===== src/rtl/assert_macros.svh =====
// ----------------------------------------------------------------------------
// assert_macros.svh
// Concurrent assertion shorthands, clocked on i_clk and
// disabled while i_rst_n is low.
// ----------------------------------------------------------------------------
`ifndef ASSERT_MACROS_SVH
`define ASSERT_MACROS_SVH

// Same-cycle implication
`define ASSERT_IMPL(label, ante, cons) \
    label: assert property (@(posedge i_clk) disable iff (!i_rst_n) (ante) |-> (cons)) \
        else $error("assertion failed");

// Next-cycle implication
`define ASSERT_NEXT(label, ante, cons) \
    label: assert property (@(posedge i_clk) disable iff (!i_rst_n) (ante) |=> (cons)) \
        else $error("assertion failed");

`endif


===== src/rtl/wcs_pkg.sv =====
`timescale 1ns / 1ps
// ----------------------------------------------------------------------------
// wcs_pkg
// Shared types and codes of the wash-cycle sequencer.
// ----------------------------------------------------------------------------
package wcs_pkg;

    // Field widths
    localparam int CFG_W     = 24;
    localparam int OP_W      = 3;
    localparam int PH_W      = 4;
    localparam int CFG_IDX_W = 3;

    // Opcodes
    localparam logic [OP_W-1:0] OP_TICK       = 3'd0;
    localparam logic [OP_W-1:0] OP_START      = 3'd1;
    localparam logic [OP_W-1:0] OP_PAUSE      = 3'd2;
    localparam logic [OP_W-1:0] OP_RESUME     = 3'd3;
    localparam logic [OP_W-1:0] OP_RESET_DONE = 3'd4;

    // Phase codes
    localparam logic [PH_W-1:0] PH_WAIT    = 4'd0;
    localparam logic [PH_W-1:0] PH_FILL    = 4'd1;
    localparam logic [PH_W-1:0] PH_PAUSED  = 4'd2;
    localparam logic [PH_W-1:0] PH_SETTLE  = 4'd3;
    localparam logic [PH_W-1:0] PH_CLEAN   = 4'd4;
    localparam logic [PH_W-1:0] PH_DRAIN   = 4'd5;
    localparam logic [PH_W-1:0] PH_PURGE   = 4'd6;
    localparam logic [PH_W-1:0] PH_SETTLE2 = 4'd7;
    localparam logic [PH_W-1:0] PH_FINAL   = 4'd8;
    localparam logic [PH_W-1:0] PH_DONE    = 4'd9;

    // Configuration register indexes
    localparam logic [CFG_IDX_W-1:0] CFG_SETTLE = 3'd0;
    localparam logic [CFG_IDX_W-1:0] CFG_MILK   = 3'd1;
    localparam logic [CFG_IDX_W-1:0] CFG_CLEAN  = 3'd2;
    localparam logic [CFG_IDX_W-1:0] CFG_DRAIN  = 3'd3;
    localparam logic [CFG_IDX_W-1:0] CFG_PURGE  = 3'd4;

    // Configuration reset values
    localparam logic [CFG_W-1:0] RST_SETTLE = 24'd2000;
    localparam logic [CFG_W-1:0] RST_MILK   = 24'd5000;
    localparam logic [CFG_W-1:0] RST_CLEAN  = 24'd600000;
    localparam logic [CFG_W-1:0] RST_DRAIN  = 24'd60000;
    localparam logic [CFG_W-1:0] RST_PURGE  = 24'd30000;

    // Latched actuator commands
    typedef struct packed {
        logic divert;
        logic hot;
        logic cold;
        logic milk;
        logic vacuum;
    } t_act;

    // Timing configuration
    typedef struct packed {
        logic [CFG_W-1:0] settle_delay_ms;
        logic [CFG_W-1:0] milk_pump_delay_ms;
        logic [CFG_W-1:0] clean_time_ms;
        logic [CFG_W-1:0] drain_time_ms;
        logic [CFG_W-1:0] purge_time_ms;
    } t_cfg;

endpackage


===== src/rtl/wcs_step.sv =====
`timescale 1ns / 1ps
// ----------------------------------------------------------------------------
// wcs_step
// Next-state logic: applies one tick or command to the sequencer state.
// ----------------------------------------------------------------------------
module wcs_step #(
    parameter int TIMER_BITS = 24
) (
    input  logic [wcs_pkg::OP_W-1:0] i_opcode,
    input  logic                     i_cold_mode,
    input  logic                     i_level_reached,
    input  wcs_pkg::t_cfg            i_cfg,
    input  logic [wcs_pkg::PH_W-1:0] i_phase,
    input  logic [TIMER_BITS-1:0]    i_elapsed,
    input  logic                     i_cold_choice,
    input  wcs_pkg::t_act            i_act,
    output logic [wcs_pkg::PH_W-1:0] o_phase,
    output logic [TIMER_BITS-1:0]    o_elapsed,
    output logic                     o_cold_choice,
    output wcs_pkg::t_act            o_act
);
    import wcs_pkg::*;

    localparam int CMP_W = (TIMER_BITS > CFG_W) ? TIMER_BITS : CFG_W;

    logic [TIMER_BITS-1:0] elapsed_inc;
    logic [CMP_W-1:0]      el_w;
    logic                  gt_settle;
    logic                  gt_milk;
    logic                  gt_clean;
    logic                  gt_drain;
    logic                  gt_purge;

    // Saturating elapsed count, then the phase-time compares
    assign elapsed_inc = (i_elapsed == {TIMER_BITS{1'b1}}) ? i_elapsed
                                                           : i_elapsed + TIMER_BITS'(1);
    assign el_w      = CMP_W'(elapsed_inc);
    assign gt_settle = el_w > CMP_W'(i_cfg.settle_delay_ms);
    assign gt_milk   = el_w > CMP_W'(i_cfg.milk_pump_delay_ms);
    assign gt_clean  = el_w > CMP_W'(i_cfg.clean_time_ms);
    assign gt_drain  = el_w > CMP_W'(i_cfg.drain_time_ms);
    assign gt_purge  = el_w > CMP_W'(i_cfg.purge_time_ms);

    // Phase update
    always_comb begin
        o_phase       = i_phase;
        o_elapsed     = i_elapsed;
        o_cold_choice = i_cold_choice;
        o_act         = i_act;
        case (i_opcode)
            OP_TICK: begin
                o_elapsed = elapsed_inc;
                case (i_phase)
                    PH_FILL: begin
                        o_act.divert = 1'b1;
                        if (i_cold_choice) begin
                            o_act.cold = 1'b1;
                        end else begin
                            o_act.hot = 1'b1;
                        end
                        if (i_level_reached) begin
                            o_act.cold = 1'b0;
                            o_act.hot  = 1'b0;
                            o_elapsed  = '0;
                            o_phase    = PH_SETTLE;
                        end
                    end
                    PH_PAUSED: begin
                        o_act.cold = 1'b0;
                        o_act.hot  = 1'b0;
                    end
                    PH_SETTLE: begin
                        if (gt_settle) begin
                            o_elapsed = '0;
                            o_phase   = PH_CLEAN;
                        end
                    end
                    PH_CLEAN: begin
                        o_act.vacuum = 1'b1;
                        if (gt_milk) begin
                            o_act.milk = 1'b1;
                        end
                        if (gt_clean) begin
                            o_elapsed = '0;
                            o_phase   = PH_DRAIN;
                        end
                    end
                    PH_DRAIN: begin
                        o_act.milk   = 1'b0;
                        o_act.divert = 1'b0;
                        if (gt_drain) begin
                            o_elapsed = '0;
                            o_phase   = PH_PURGE;
                        end
                    end
                    PH_PURGE: begin
                        o_act.milk = 1'b1;
                        if (gt_purge) begin
                            o_act.milk = 1'b0;
                            o_elapsed  = '0;
                            o_phase    = PH_SETTLE2;
                        end
                    end
                    PH_SETTLE2: begin
                        if (gt_settle) begin
                            o_act.vacuum = 1'b0;
                            o_elapsed    = '0;
                            o_phase      = PH_FINAL;
                        end
                    end
                    PH_FINAL: begin
                        if (gt_settle) begin
                            o_phase = PH_DONE;
                        end
                    end
                    default: ;
                endcase
            end
            OP_START: begin
                o_cold_choice = i_cold_mode;
                o_phase       = PH_FILL;
            end
            OP_PAUSE: begin
                if (i_phase == PH_FILL) begin
                    o_phase = PH_PAUSED;
                end
            end
            OP_RESUME: begin
                if (i_phase == PH_PAUSED) begin
                    o_phase = PH_FILL;
                end
            end
            OP_RESET_DONE: begin
                if (i_phase == PH_DONE) begin
                    o_phase = PH_WAIT;
                end
            end
            default: ;
        endcase
    end

endmodule


===== src/rtl/wcs_remain.sv =====
`timescale 1ns / 1ps
// ----------------------------------------------------------------------------
// wcs_remain
// Time left in the clean, drain or purge phase, saturated at zero.
// ----------------------------------------------------------------------------
module wcs_remain #(
    parameter int TIMER_BITS = 24
) (
    input  logic [wcs_pkg::PH_W-1:0]  i_phase,
    input  logic [TIMER_BITS-1:0]     i_elapsed,
    input  wcs_pkg::t_cfg             i_cfg,
    output logic [wcs_pkg::CFG_W-1:0] o_remaining
);
    import wcs_pkg::*;

    localparam int CMP_W = (TIMER_BITS > CFG_W) ? TIMER_BITS : CFG_W;

    logic             timed;
    logic [CFG_W-1:0] limit;
    logic [CMP_W-1:0] lim_w;
    logic [CMP_W-1:0] el_w;
    logic [CMP_W-1:0] diff;

    // Pick the limit of the timed phase
    always_comb begin
        timed = 1'b1;
        limit = i_cfg.clean_time_ms;
        case (i_phase)
            PH_CLEAN: limit = i_cfg.clean_time_ms;
            PH_DRAIN: limit = i_cfg.drain_time_ms;
            PH_PURGE: limit = i_cfg.purge_time_ms;
            default:  timed = 1'b0;
        endcase
    end

    // Limit minus elapsed, zero once elapsed has caught up
    assign lim_w       = CMP_W'(limit);
    assign el_w        = CMP_W'(i_elapsed);
    assign diff        = lim_w - el_w;
    assign o_remaining = (timed && (el_w < lim_w)) ? diff[CFG_W-1:0] : '0;

endmodule


===== src/rtl/wash_cycle_sequencer_unit.sv =====
`timescale 1ns / 1ps
// ----------------------------------------------------------------------------
// wash_cycle_sequencer_unit
// Timed wash-cycle sequencer: one tick or command per item, one result each.
// ----------------------------------------------------------------------------
//  Channel   Handshake           Payload
//  input     i_valid / o_stall   i_opcode, i_cold_mode, i_level_reached
//  result    o_valid / i_stall   o_phase, five actuator bits, o_remaining_ms
//  config    i_cfg_we            i_cfg_addr, i_cfg_wdata
//
//  One item per cycle unless o_stall holds the input; a result is shown once its item
//  has passed the input register, then the step logic into the result register.
//  Synchronous active-low reset clears phase, timer, actuators and valids
//  and loads the default timings.
//  A stalled result holds the input register; the input stalls only while
//  both registers are full and the result is stalled.
// ----------------------------------------------------------------------------
`include "assert_macros.svh"

module wash_cycle_sequencer_unit #(
    parameter int TIMER_BITS = 24
) (
    input  logic                          i_clk,
    input  logic                          i_rst_n,
    // input items
    input  logic                          i_valid,
    output logic                          o_stall,
    input  logic [wcs_pkg::OP_W-1:0]      i_opcode,
    input  logic                          i_cold_mode,
    input  logic                          i_level_reached,
    // result items
    output logic                          o_valid,
    input  logic                          i_stall,
    output logic [wcs_pkg::PH_W-1:0]      o_phase,
    output logic                          o_vacuum_pump_on,
    output logic                          o_milk_pump_on,
    output logic                          o_cold_valve_on,
    output logic                          o_hot_valve_on,
    output logic                          o_divert_valve_on,
    output logic [wcs_pkg::CFG_W-1:0]     o_remaining_ms,
    // configuration writes
    input  logic                          i_cfg_we,
    input  logic [wcs_pkg::CFG_IDX_W-1:0] i_cfg_addr,
    input  logic [wcs_pkg::CFG_W-1:0]     i_cfg_wdata
);
    import wcs_pkg::*;

    // Input register
    logic                  r_in_valid;
    logic [OP_W-1:0]       r_opcode;
    logic                  r_cold_mode;
    logic                  r_level;

    // Sequencer state
    logic [PH_W-1:0]       r_phase;
    logic [TIMER_BITS-1:0] r_elapsed;
    logic                  r_cold_choice;
    t_act                  r_act;
    t_cfg                  r_cfg;

    // Result register
    logic                  r_out_valid;
    logic [PH_W-1:0]       r_out_phase;
    t_act                  r_out_act;
    logic [CFG_W-1:0]      r_out_rem;

    // Next values
    logic [PH_W-1:0]       n_phase;
    logic [TIMER_BITS-1:0] n_elapsed;
    logic                  n_cold_choice;
    t_act                  n_act;
    logic [CFG_W-1:0]      n_remaining;

    logic                  w_advance;
    logic                  w_fire;

    // Check helpers
    logic                  w_timed_out;
    logic                  w_enter_timed;

    // Flow control
    assign w_advance = !r_out_valid || !i_stall;
    assign w_fire    = r_in_valid && w_advance;
    assign o_stall   = r_in_valid && !w_advance;

    // Step logic
    wcs_step #(
        .TIMER_BITS (TIMER_BITS)
    ) u_step (
        .i_opcode        (r_opcode),
        .i_cold_mode     (r_cold_mode),
        .i_level_reached (r_level),
        .i_cfg           (r_cfg),
        .i_phase         (r_phase),
        .i_elapsed       (r_elapsed),
        .i_cold_choice   (r_cold_choice),
        .i_act           (r_act),
        .o_phase         (n_phase),
        .o_elapsed       (n_elapsed),
        .o_cold_choice   (n_cold_choice),
        .o_act           (n_act)
    );

    // Remaining time of the state after the item
    wcs_remain #(
        .TIMER_BITS (TIMER_BITS)
    ) u_remain (
        .i_phase     (n_phase),
        .i_elapsed   (n_elapsed),
        .i_cfg       (r_cfg),
        .o_remaining (n_remaining)
    );

    // Input register
    always_ff @(posedge i_clk) begin
        if (!i_rst_n) begin
            r_in_valid <= 1'b0;
        end else if (!o_stall) begin
            r_in_valid <= i_valid;
        end
    end

    always_ff @(posedge i_clk) begin
        if (!o_stall) begin
            r_opcode    <= i_opcode;
            r_cold_mode <= i_cold_mode;
            r_level     <= i_level_reached;
        end
    end

    // Sequencer state
    always_ff @(posedge i_clk) begin
        if (!i_rst_n) begin
            r_phase       <= PH_WAIT;
            r_elapsed     <= '0;
            r_cold_choice <= 1'b0;
            r_act         <= '0;
        end else if (w_fire) begin
            r_phase       <= n_phase;
            r_elapsed     <= n_elapsed;
            r_cold_choice <= n_cold_choice;
            r_act         <= n_act;
        end
    end

    // Configuration registers
    always_ff @(posedge i_clk) begin
        if (!i_rst_n) begin
            r_cfg.settle_delay_ms    <= RST_SETTLE;
            r_cfg.milk_pump_delay_ms <= RST_MILK;
            r_cfg.clean_time_ms      <= RST_CLEAN;
            r_cfg.drain_time_ms      <= RST_DRAIN;
            r_cfg.purge_time_ms      <= RST_PURGE;
        end else if (i_cfg_we) begin
            case (i_cfg_addr)
                CFG_SETTLE: r_cfg.settle_delay_ms    <= i_cfg_wdata;
                CFG_MILK:   r_cfg.milk_pump_delay_ms <= i_cfg_wdata;
                CFG_CLEAN:  r_cfg.clean_time_ms      <= i_cfg_wdata;
                CFG_DRAIN:  r_cfg.drain_time_ms      <= i_cfg_wdata;
                CFG_PURGE:  r_cfg.purge_time_ms      <= i_cfg_wdata;
                default: ;
            endcase
        end
    end

    // Result register
    always_ff @(posedge i_clk) begin
        if (!i_rst_n) begin
            r_out_valid <= 1'b0;
        end else if (w_advance) begin
            r_out_valid <= r_in_valid;
        end
    end

    always_ff @(posedge i_clk) begin
        if (w_fire) begin
            r_out_phase <= n_phase;
            r_out_act   <= n_act;
            r_out_rem   <= n_remaining;
        end
    end

    assign o_valid           = r_out_valid;
    assign o_phase           = r_out_phase;
    assign o_vacuum_pump_on  = r_out_act.vacuum;
    assign o_milk_pump_on    = r_out_act.milk;
    assign o_cold_valve_on   = r_out_act.cold;
    assign o_hot_valve_on    = r_out_act.hot;
    assign o_divert_valve_on = r_out_act.divert;
    assign o_remaining_ms    = r_out_rem;

    // Timed phases of the shown result and of the phase being entered
    assign w_timed_out   = (r_out_phase == PH_CLEAN) || (r_out_phase == PH_DRAIN)
                           || (r_out_phase == PH_PURGE);
    assign w_enter_timed = w_fire && (n_phase != r_phase)
                           && ((n_phase == PH_CLEAN) || (n_phase == PH_DRAIN)
                               || (n_phase == PH_PURGE));

    // Checks
    `ASSERT_IMPL(a_phase_legal, 1'b1, r_phase <= PH_DONE)
    `ASSERT_IMPL(a_rem_only_timed, r_out_valid && (r_out_rem != '0), w_timed_out)
    `ASSERT_NEXT(a_enter_clears_timer, w_enter_timed, r_elapsed == '0)
    `ASSERT_NEXT(a_held_item_kept, r_in_valid && !w_advance, r_in_valid)

endmodule


===== config.mk =====
export PLATFORM = sky130hd
export DESIGN_NAME = wash_cycle_sequencer_unit
export DESIGN_NICKNAME = d
export VERILOG_FILES = /design/src/rtl/wcs_pkg.sv /design/src/rtl/wcs_step.sv /design/src/rtl/wcs_remain.sv /design/src/rtl/wash_cycle_sequencer_unit.sv
export VERILOG_INCLUDE_DIRS = /design/src /design/src/rtl
export SDC_FILE = /design/constraint.sdc
export NUM_CORES = 1
export LEC_CHECK = 0
export BUFFER_PORTS_ARGS = -buffer_cell sky130_fd_sc_hd__buf_2
export CAP_MARGIN = 20
export CORE_ASPECT_RATIO = 0.7
export CORE_MARGIN = 3
export CORE_UTILIZATION = 30
export CTS_CLUSTER_SIZE = 24
export DETAILED_ROUTE_END_ITERATION = 6
export MAX_ROUTING_LAYER = met4
export PLACE_DENSITY_LB_ADDON = 0.05
export SYNTH_ARGS = -nofsm -noshare
export SYNTH_HDL_FRONTEND = slang
export SYNTH_SLANG_ARGS = --single-unit

===== constraint.sdc =====
create_clock -name i_clk -period 9.2 [get_ports i_clk]
set_clock_uncertainty 0.2 [all_clocks]
set_input_delay 0 -clock i_clk [delete_from_list [all_inputs] [get_ports i_clk]]
set_output_delay 0 -clock i_clk [all_outputs]
set_load 0.02 [all_outputs]

==> impl_results.md, run 1 <==
* Antenna diodes at 0
* DR WL/cell at approximately 20 µm
* CTS max path bufs at 2
* # setup viols final at 0
* P_leak at a little under 6 nW
* Die area at 46,090 µm²
* Worst-margin pin slew at 1129 ps
* Synth Area in Adders at 0.1405
* Largest family of logic cells by synthesized area: compound AO/OA/AOI/OAI gates
* Status: finished, final reports clean
* Initial DRC count at about 790
* GRT overflow at 0
* Via density at 5.093
* Ys async rst share at 0
* Share of layout cells above drive strength 1 at 0.1096
* Post-synth EDFFs at 38
* Drt first pass iters at 5
* Vias at 11,850
* Clock sink count at 194
* Warnings from Yosys at 0
* Min-Delay Path Class: input pin to flip-flop
* Critical path type: flip-flop to flip-flop
* Hold Violations, Final at 0
* Number of routed nets with antenna violations at 0
* Setup TNS at 0 ps
* Top cell type's share of synthesized area at 0.2393
* Total design power at between 2 and 2.5 mW
* CP Capture Type: flip-flop
* DIE WIDTH at 255.3 µm
* Synthesis-stage register bit count at 194
* Starting Density at 0.3061
* Mux contribution to synthesized area at 0.002780
* Fin crit share at 0.9316
* Final Max Slew Viols at 0
* Cells after Synth at roughly 1,700
* H-tree level count at 4
* PD cells at 140.7 nW/µm²
* Pin count of the biggest net entering global routing at 79
* Vias in the first global route at 11,590
* Final critical-path required period at ~8600 ps
* FF-to-FF setup slack at 630 ps
* Buf/Inv on CP at 1
* Compound-Gate Fraction of Synth Area at 0.2257
* RSZ-0062 raised after global routing: no
* Mean Syn Cell Area at 7.877 µm²
* Hold_ws at 46.91 ps
* Syn Std Cell Area at 13,050 µm²
* Post-Synth XOR/XNOR Area at 0.02617
* Main area contributors after synthesis: dfxtp_1 24%, ha_1 14%, edfxtp_1 8.7%
* DR DRC count at 0
* Critical path depth at 29
* Crit-path slowest cell: nor4_2
* Cell variety after synth at 77
* Crit-path max FO at 24
* Primary FF master, synth: dfxtp_1
* Post-Syn Nets at ~1,800
* Clk Latency, worst-skew pair at 470 ps
* Slew margin rel. at 0.2450
* FF-to-FF path depth at 29
* Largest area contributor in the netlist: dfxtp_1
* GRT Util Overall at 0.2068
* CP arrival at about 8700 ps
* Root Buffer: clkbuf_16
* Num CTS Buffers at 17
* Core region area at 42,640 µm²
* Maxcap violations at 0
* Die Y at 180.5 µm
* WHS Path Cells at 2
* Critical Path RT at 9280 ps
* Maximum resistive drop on vdd at 0.1261 mV
* Gpl congestion at 0.8634
* Post-detail-place hpwl at 34.43 mm
* Setup bufs post-CTS at 0
* Max Freq at 116.7 MHz
* Routed WL at 45.78 mm
* Max incr delay on CP at roughly 500 ps
* Startpoint types: flip-flop
* CP delay by family, top: simple AND/OR/NAND/NOR gates
* Layout Nets at around 1,900
* Seq/Total Area, Yosys at 0.3267
* Post-synthesis simple-gate area fraction at 0.2063
* First-pass GRT wire length at 71.53 mm
* Num ports at between 70 and 80
* Port bufs at 71
* Rows at 63
* Reg clk slew, reported paths at ~70 ps
* CTS tree: done
* Antenna violations before repair at 1
* Crit-path most repeated cell: ha_1
* Filler Cell Count at ~4,500
* Syn-to-layout area delta at 14.79%
## report_power, final
| part | switching, mW | total [mW] | internal, mW |
|---|---|---|---|
| Clock | 0.393 | 0.748 | 0.355 |
| Sequential | 0.0244 | 0.920 | 0.896 |
| Combinational | 0.277 | 0.440 | 0.164 |
| Total | 0.694 | 2.11 | 1.41 |
## path summary, 6_finish.rpt
check,from,to
max,r_elapsed[0],o_remaining_ms[18]
min,i_opcode[1],r_opcode[1]
max reg2reg,r_elapsed[0],o_remaining_ms[18]
min reg2reg,r_cfg[74],r_cfg[74]
## cell type report
cell class / count / area (µm²) / share of cell area
clock inverters: 15 / 121.4 / 0.008100
multi-input cells: 1222 / 7884 / 0.5262
well taps: 585 / 732.0 / 0.04885
inverters: 151 / 568.0 / 0.03791
repair buffers: 143 / 988.4 / 0.06597
clock buffers: 17 / 425.4 / 0.02839
flip-flops and latches: 194 / 4264 / 0.2846
## placed cells by master, fill, tap and decap left out, types with 12 or more instances in the layout
| cell type | netlist | layout |
|---|---|---|
| nand2_1 | 294 | 294 |
| a21oi_1 | 192 | 192 |
| dfxtp_1 | 156 | 156 |
| inv_1 | 149 | 148 |
| ha_1 | 145 | 145 |
| nor2_1 | 81 | 79 |
| nand3_1 | 72 | 72 |
| buf_2 | 9 | 71 |
| o21ai_0 | 48 | 48 |
| o211ai_1 | 40 | 40 |
| edfxtp_1 | 38 | 38 |
| dlygate4sd3_1 | 0 | 37 |
| nand4_1 | 35 | 35 |
| buf_4 | 0 | 35 |
| a21o_1 | 28 | 28 |
| nor3_1 | 29 | 28 |
| xnor2_1 | 28 | 27 |
| o221ai_2 | 20 | 20 |
| a31oi_1 | 17 | 17 |
| clkbuf_16 | 0 | 17 |
| nor2b_1 | 16 | 16 |
| o21a_1 | 12 | 12 |
## sequential cells by signal, summed over array words and instances (netlist names)
| name | cells |
|---|---|
| o_cold_valve_on | 1 |
| o_divert_valve_on | 1 |
| o_hot_valve_on | 1 |
| o_milk_pump_on | 1 |
| o_phase | 4 |
| o_remaining_ms | 24 |
| o_vacuum_pump_on | 1 |
| o_valid | 1 |
| r_act | 5 |
| r_cfg | 120 |
| r_cold_choice | 1 |
| r_cold_mode | 1 |
| r_elapsed | 24 |
| r_in_valid | 1 |
| r_level | 1 |
| r_opcode | 3 |
| r_phase | 4 |
## worst register-to-register path: cells and delay by family (launching register included)
kind / cells / cell delay (ps)
compound gates: 11 / 2290
simple gates: 11 / 3390
buf+inv: 1 / 240
flops: 1 / 360
xor+xnor: 1 / 230
mux: 1 / 440
fa+ha+maj: 4 / 1230
## routing by layer
metal	GRT usage	vias up	share of wire
met5	-	-	0
met4	0.03437	0	0.0084
met3	0.03076	27	0.035
met2	0.3165	208	0.44
met1	0.2927	5624	0.52
li1	-	5992	-
## cell families after synthesis
group | Yosys count
flops | 194
compound gates | 440
mux | 3
simple gates | 594
buf+inv | 241
xor+xnor | 39
fa+ha+maj | 146
## per-stage QoR
step	instances	setup WS (ps)	instance area, µm²	utilization
floorplan	1657	2113	13050	-
global placement	2258	761.5	14040	0.3293
detailed placement	2258	545.5	14040	0.3293
CTS	2327	504.3	14960	0.3508
global route	2327	59.85	14980	0.3513
finish	2327	629.6	14980	0.3513
## cell usage after synthesis, types with 5 or more instances
cell / n
a211oi_1: 11
a21boi_0: 5
a21o_1: 28
a21oi_1: 192
a22oi_1: 9
a2bb2oi_1: 8
a31oi_1: 17
and2_1: 6
and3_1: 11
buf_1: 5
buf_2: 9
clkbuf_1: 73
dfxtp_1: 156
edfxtp_1: 38
ha_1: 145
inv_1: 149
nand2_1: 294
nand2b_1: 11
nand3_1: 72
nand4_1: 35
nor2_1: 81
nor2b_1: 16
nor3_1: 29
nor4_1: 10
o211ai_1: 40
o21a_1: 12
o21ai_0: 48
o221ai_1: 5
o221ai_2: 20
o31ai_1: 5
or2_2: 5
or3_1: 11
xnor2_1: 28
xor2_1: 11
## timing repair
action	in CTS	in global routing
endpoints found under the setup margin	0	5
hold endpoints to repair	135	0
hold buffers	37	0
gates resized for setup	0	3
(Power assumes the default switching activity.)
==> inputs of run 2 (changes only) <==
RECOVER_POWER = 25   (was default)
==> run 2 against run 1 <==
The run now ends with max-capacitance violations, max-slew violations left. Power barely moved. First-iteration DRC count grew 3.9%. Combinational power is essentially flat. Core utilization decreased by 0.13 points. Cell count did not move. Highest routed layer unchanged. Non-clock buffer count is the same. Via count increased by 0.38%. Die area unchanged. Sequential power about the same.
==> impl_results.md, run 2 (same netlist as run 1, synthesis figures left out) <==
* Fin crit share at 0.9367
* Total design power at 2.107 mW
* Vias at 11,900
* Final critical-path required period at 8618 ps
* Crit-path slowest cell: xnor2_1
* Most frequent cells in the layout: 294 x nand2_1, 192 x a21oi_1, 156 x dfxtp_1, 148 x inv_1, 145 x ha_1
* Setup bufs post-CTS at 0
* Hold Violations, Final at 0
* Critical Path RT at 9280 ps
* Commonest non-fill, non-tap cell in the layout: nand2_1
* RSZ-0062 raised after global routing: no
* Critical path type: flip-flop to flip-flop
* Worst-margin pin slew at 2624 ps
* Clk Latency, worst-skew pair at between 400 and 500 ps
* Max Freq at between 100 and 150 MHz
* # setup viols final at 0
* Pin count of the biggest net entering global routing at 79
* Final Max Slew Viols at 76
* Antenna violations before repair at 1
* Die area at 46,090 µm²
* RR Startpoint: r_elapsed[0]
* Syn-to-layout area delta at 14.38%
* CTS tree: done
* Antenna diodes at 0
* First-pass GRT wire length at 71.53 mm
* Min-Delay Path Class: input pin to flip-flop
* FF-to-FF setup slack at 580 ps
* Failing checks: max-capacitance violations, max-slew violations
* Maximum resistive drop on vdd at 0.1269 mV
* Status: complete, but fails checks
* Max incr delay on CP at 600 ps
* Root Buffer: clkbuf_16
* CP Capture Type: flip-flop
* WHS Path Cells at 2
* GRT Util Overall at 0.2068
* Die Y at 180.5 µm
* Reg clk slew, reported paths at 70 ps
* CTS max path bufs at 2
* HP Start: i_opcode[1]
* Max reg flops at 120
* Initial DRC count at 817
* Startpoint types: flip-flop
* Share of layout cells above drive strength 1 at 0.08726
* Hold endpoint: r_opcode[1]
* Clock sink count at 194
* Maxcap violations at 3
* Gpl congestion at 0.8634
* FF-to-FF path depth at 29
* Dpl cells at 2,258
* Port bufs at 71
* Slew margin rel. at -0.7491
* DR DRC count at 0
* PD cells at 141.1 nW/µm²
* R2R Path End: o_remaining_ms[18]
* Biggest register: r_cfg
* GRT overflow at 0
* Vias in the first global route at 11,590
* Setup TNS at 0 ps
* Fin cells at 2,327
* Number of routed nets with antenna violations at 0
* Core region area at 42,640 µm²
* DR WL/cell at approximately 20 µm
* Via density at between 5 and 6
* H-tree level count at 4
* P_leak at 5.792 nW
* DIE WIDTH at 255.3 µm
* Routed WL at 45.89 mm
* Layout Nets at 1,912
* Drt first pass iters at 5
* Num ports at 72
* Starting Density at 0.3061
* Post-detail-place hpwl at between 30 and 40 mm
* CP arrival at 8700 ps
* Rows at 63
* Num CTS Buffers at 17
* Crit-path max FO at 24
-- run 2: changes by cell type in the layout (fill, tap and decap cells not counted), sizes merged --
cell / before / now
clkbuf: 17 / 56
buf: 106 / 67
clkinvlp: 0 / 1
clkinv: 8 / 7
-- run 2: area by class of cell --
cell class / instances / area (µm²)
Fill cell: 4521 / 27720
Multi-Input combinational cell: 1222 / 7884
Sequential cell: 194 / 4264
Timing Repair Buffer: 143 / 934.6
Tap cell: 585 / 732.0
Inverter: 151 / 568.0
Clock buffer: 17 / 425.4
Clock inverter: 15 / 121.4
-- run 2: worst max-delay path: cells and delay by family (launching register included) --
family	cells	cell delay (ps)
compound gates	15	3410
xor+xnor	1	600
fa+ha+maj	4	1260
buf+inv	1	240
flops	1	370
mux	1	440
simple gates	7	1890
-- run 2: worst max-delay path by stage --
| stage | slack, ps | startpoint | endpoint | cells past startpoint |
|---|---|---|---|---|
| 2_1_floorplan | 2110 | r_elapsed[6] | o_remaining_ms[17] | 31 |
| 3_3_place_gp | 760 | r_elapsed[0] | o_remaining_ms[22] | 28 |
| 3_5_place_dp | 550 | r_elapsed[0] | o_remaining_ms[22] | 28 |
| 4_1_cts | 500 | r_elapsed[0] | o_remaining_ms[22] | 28 |
| 5_1_grt | 60 | r_elapsed[6] | o_remaining_ms[18] | 30 |
| 6_report | 580 | r_elapsed[0] | o_remaining_ms[18] | 29 |
-- run 2: layer usage --
layer	GRT usage	part of all wire
met1	0.2927	0.52
met2	0.3165	0.44
met3	0.03076	0.035
met4	0.03437	0.0084
met5	-	0
-- run 2: what timing repair did --
item,in CTS,in global routing
hold endpoints to repair,135,0
hold buffers,37,0
endpoints found under the setup margin,0,5
resized for setup,0,3
-- run 2: power by group --
group,internal (mW),switching (mW),total [mW]
Clock,0.355,0.393,0.748
Combinational,0.161,0.277,0.439
Sequential,0.896,0.0245,0.920
Total,1.41,0.695,2.11
-- run 2: through the flow --
| step | utilization | instance area (µm²) | worst slack [ps] | hold slack (ps) |
|---|---|---|---|---|
| floorplan | - | 13050 | 2113 | -101.1 |
| global placement | 0.3293 | 14040 | 761.5 | -20.99 |
| detailed placement | 0.3293 | 14040 | 545.5 | -21.47 |
| CTS | 0.3508 | 14960 | 504.3 | 10.12 |
| global route | 0.3501 | 14930 | 59.85 | 26.09 |
| finish | 0.3501 | 14930 | 582.1 | 45.48 |
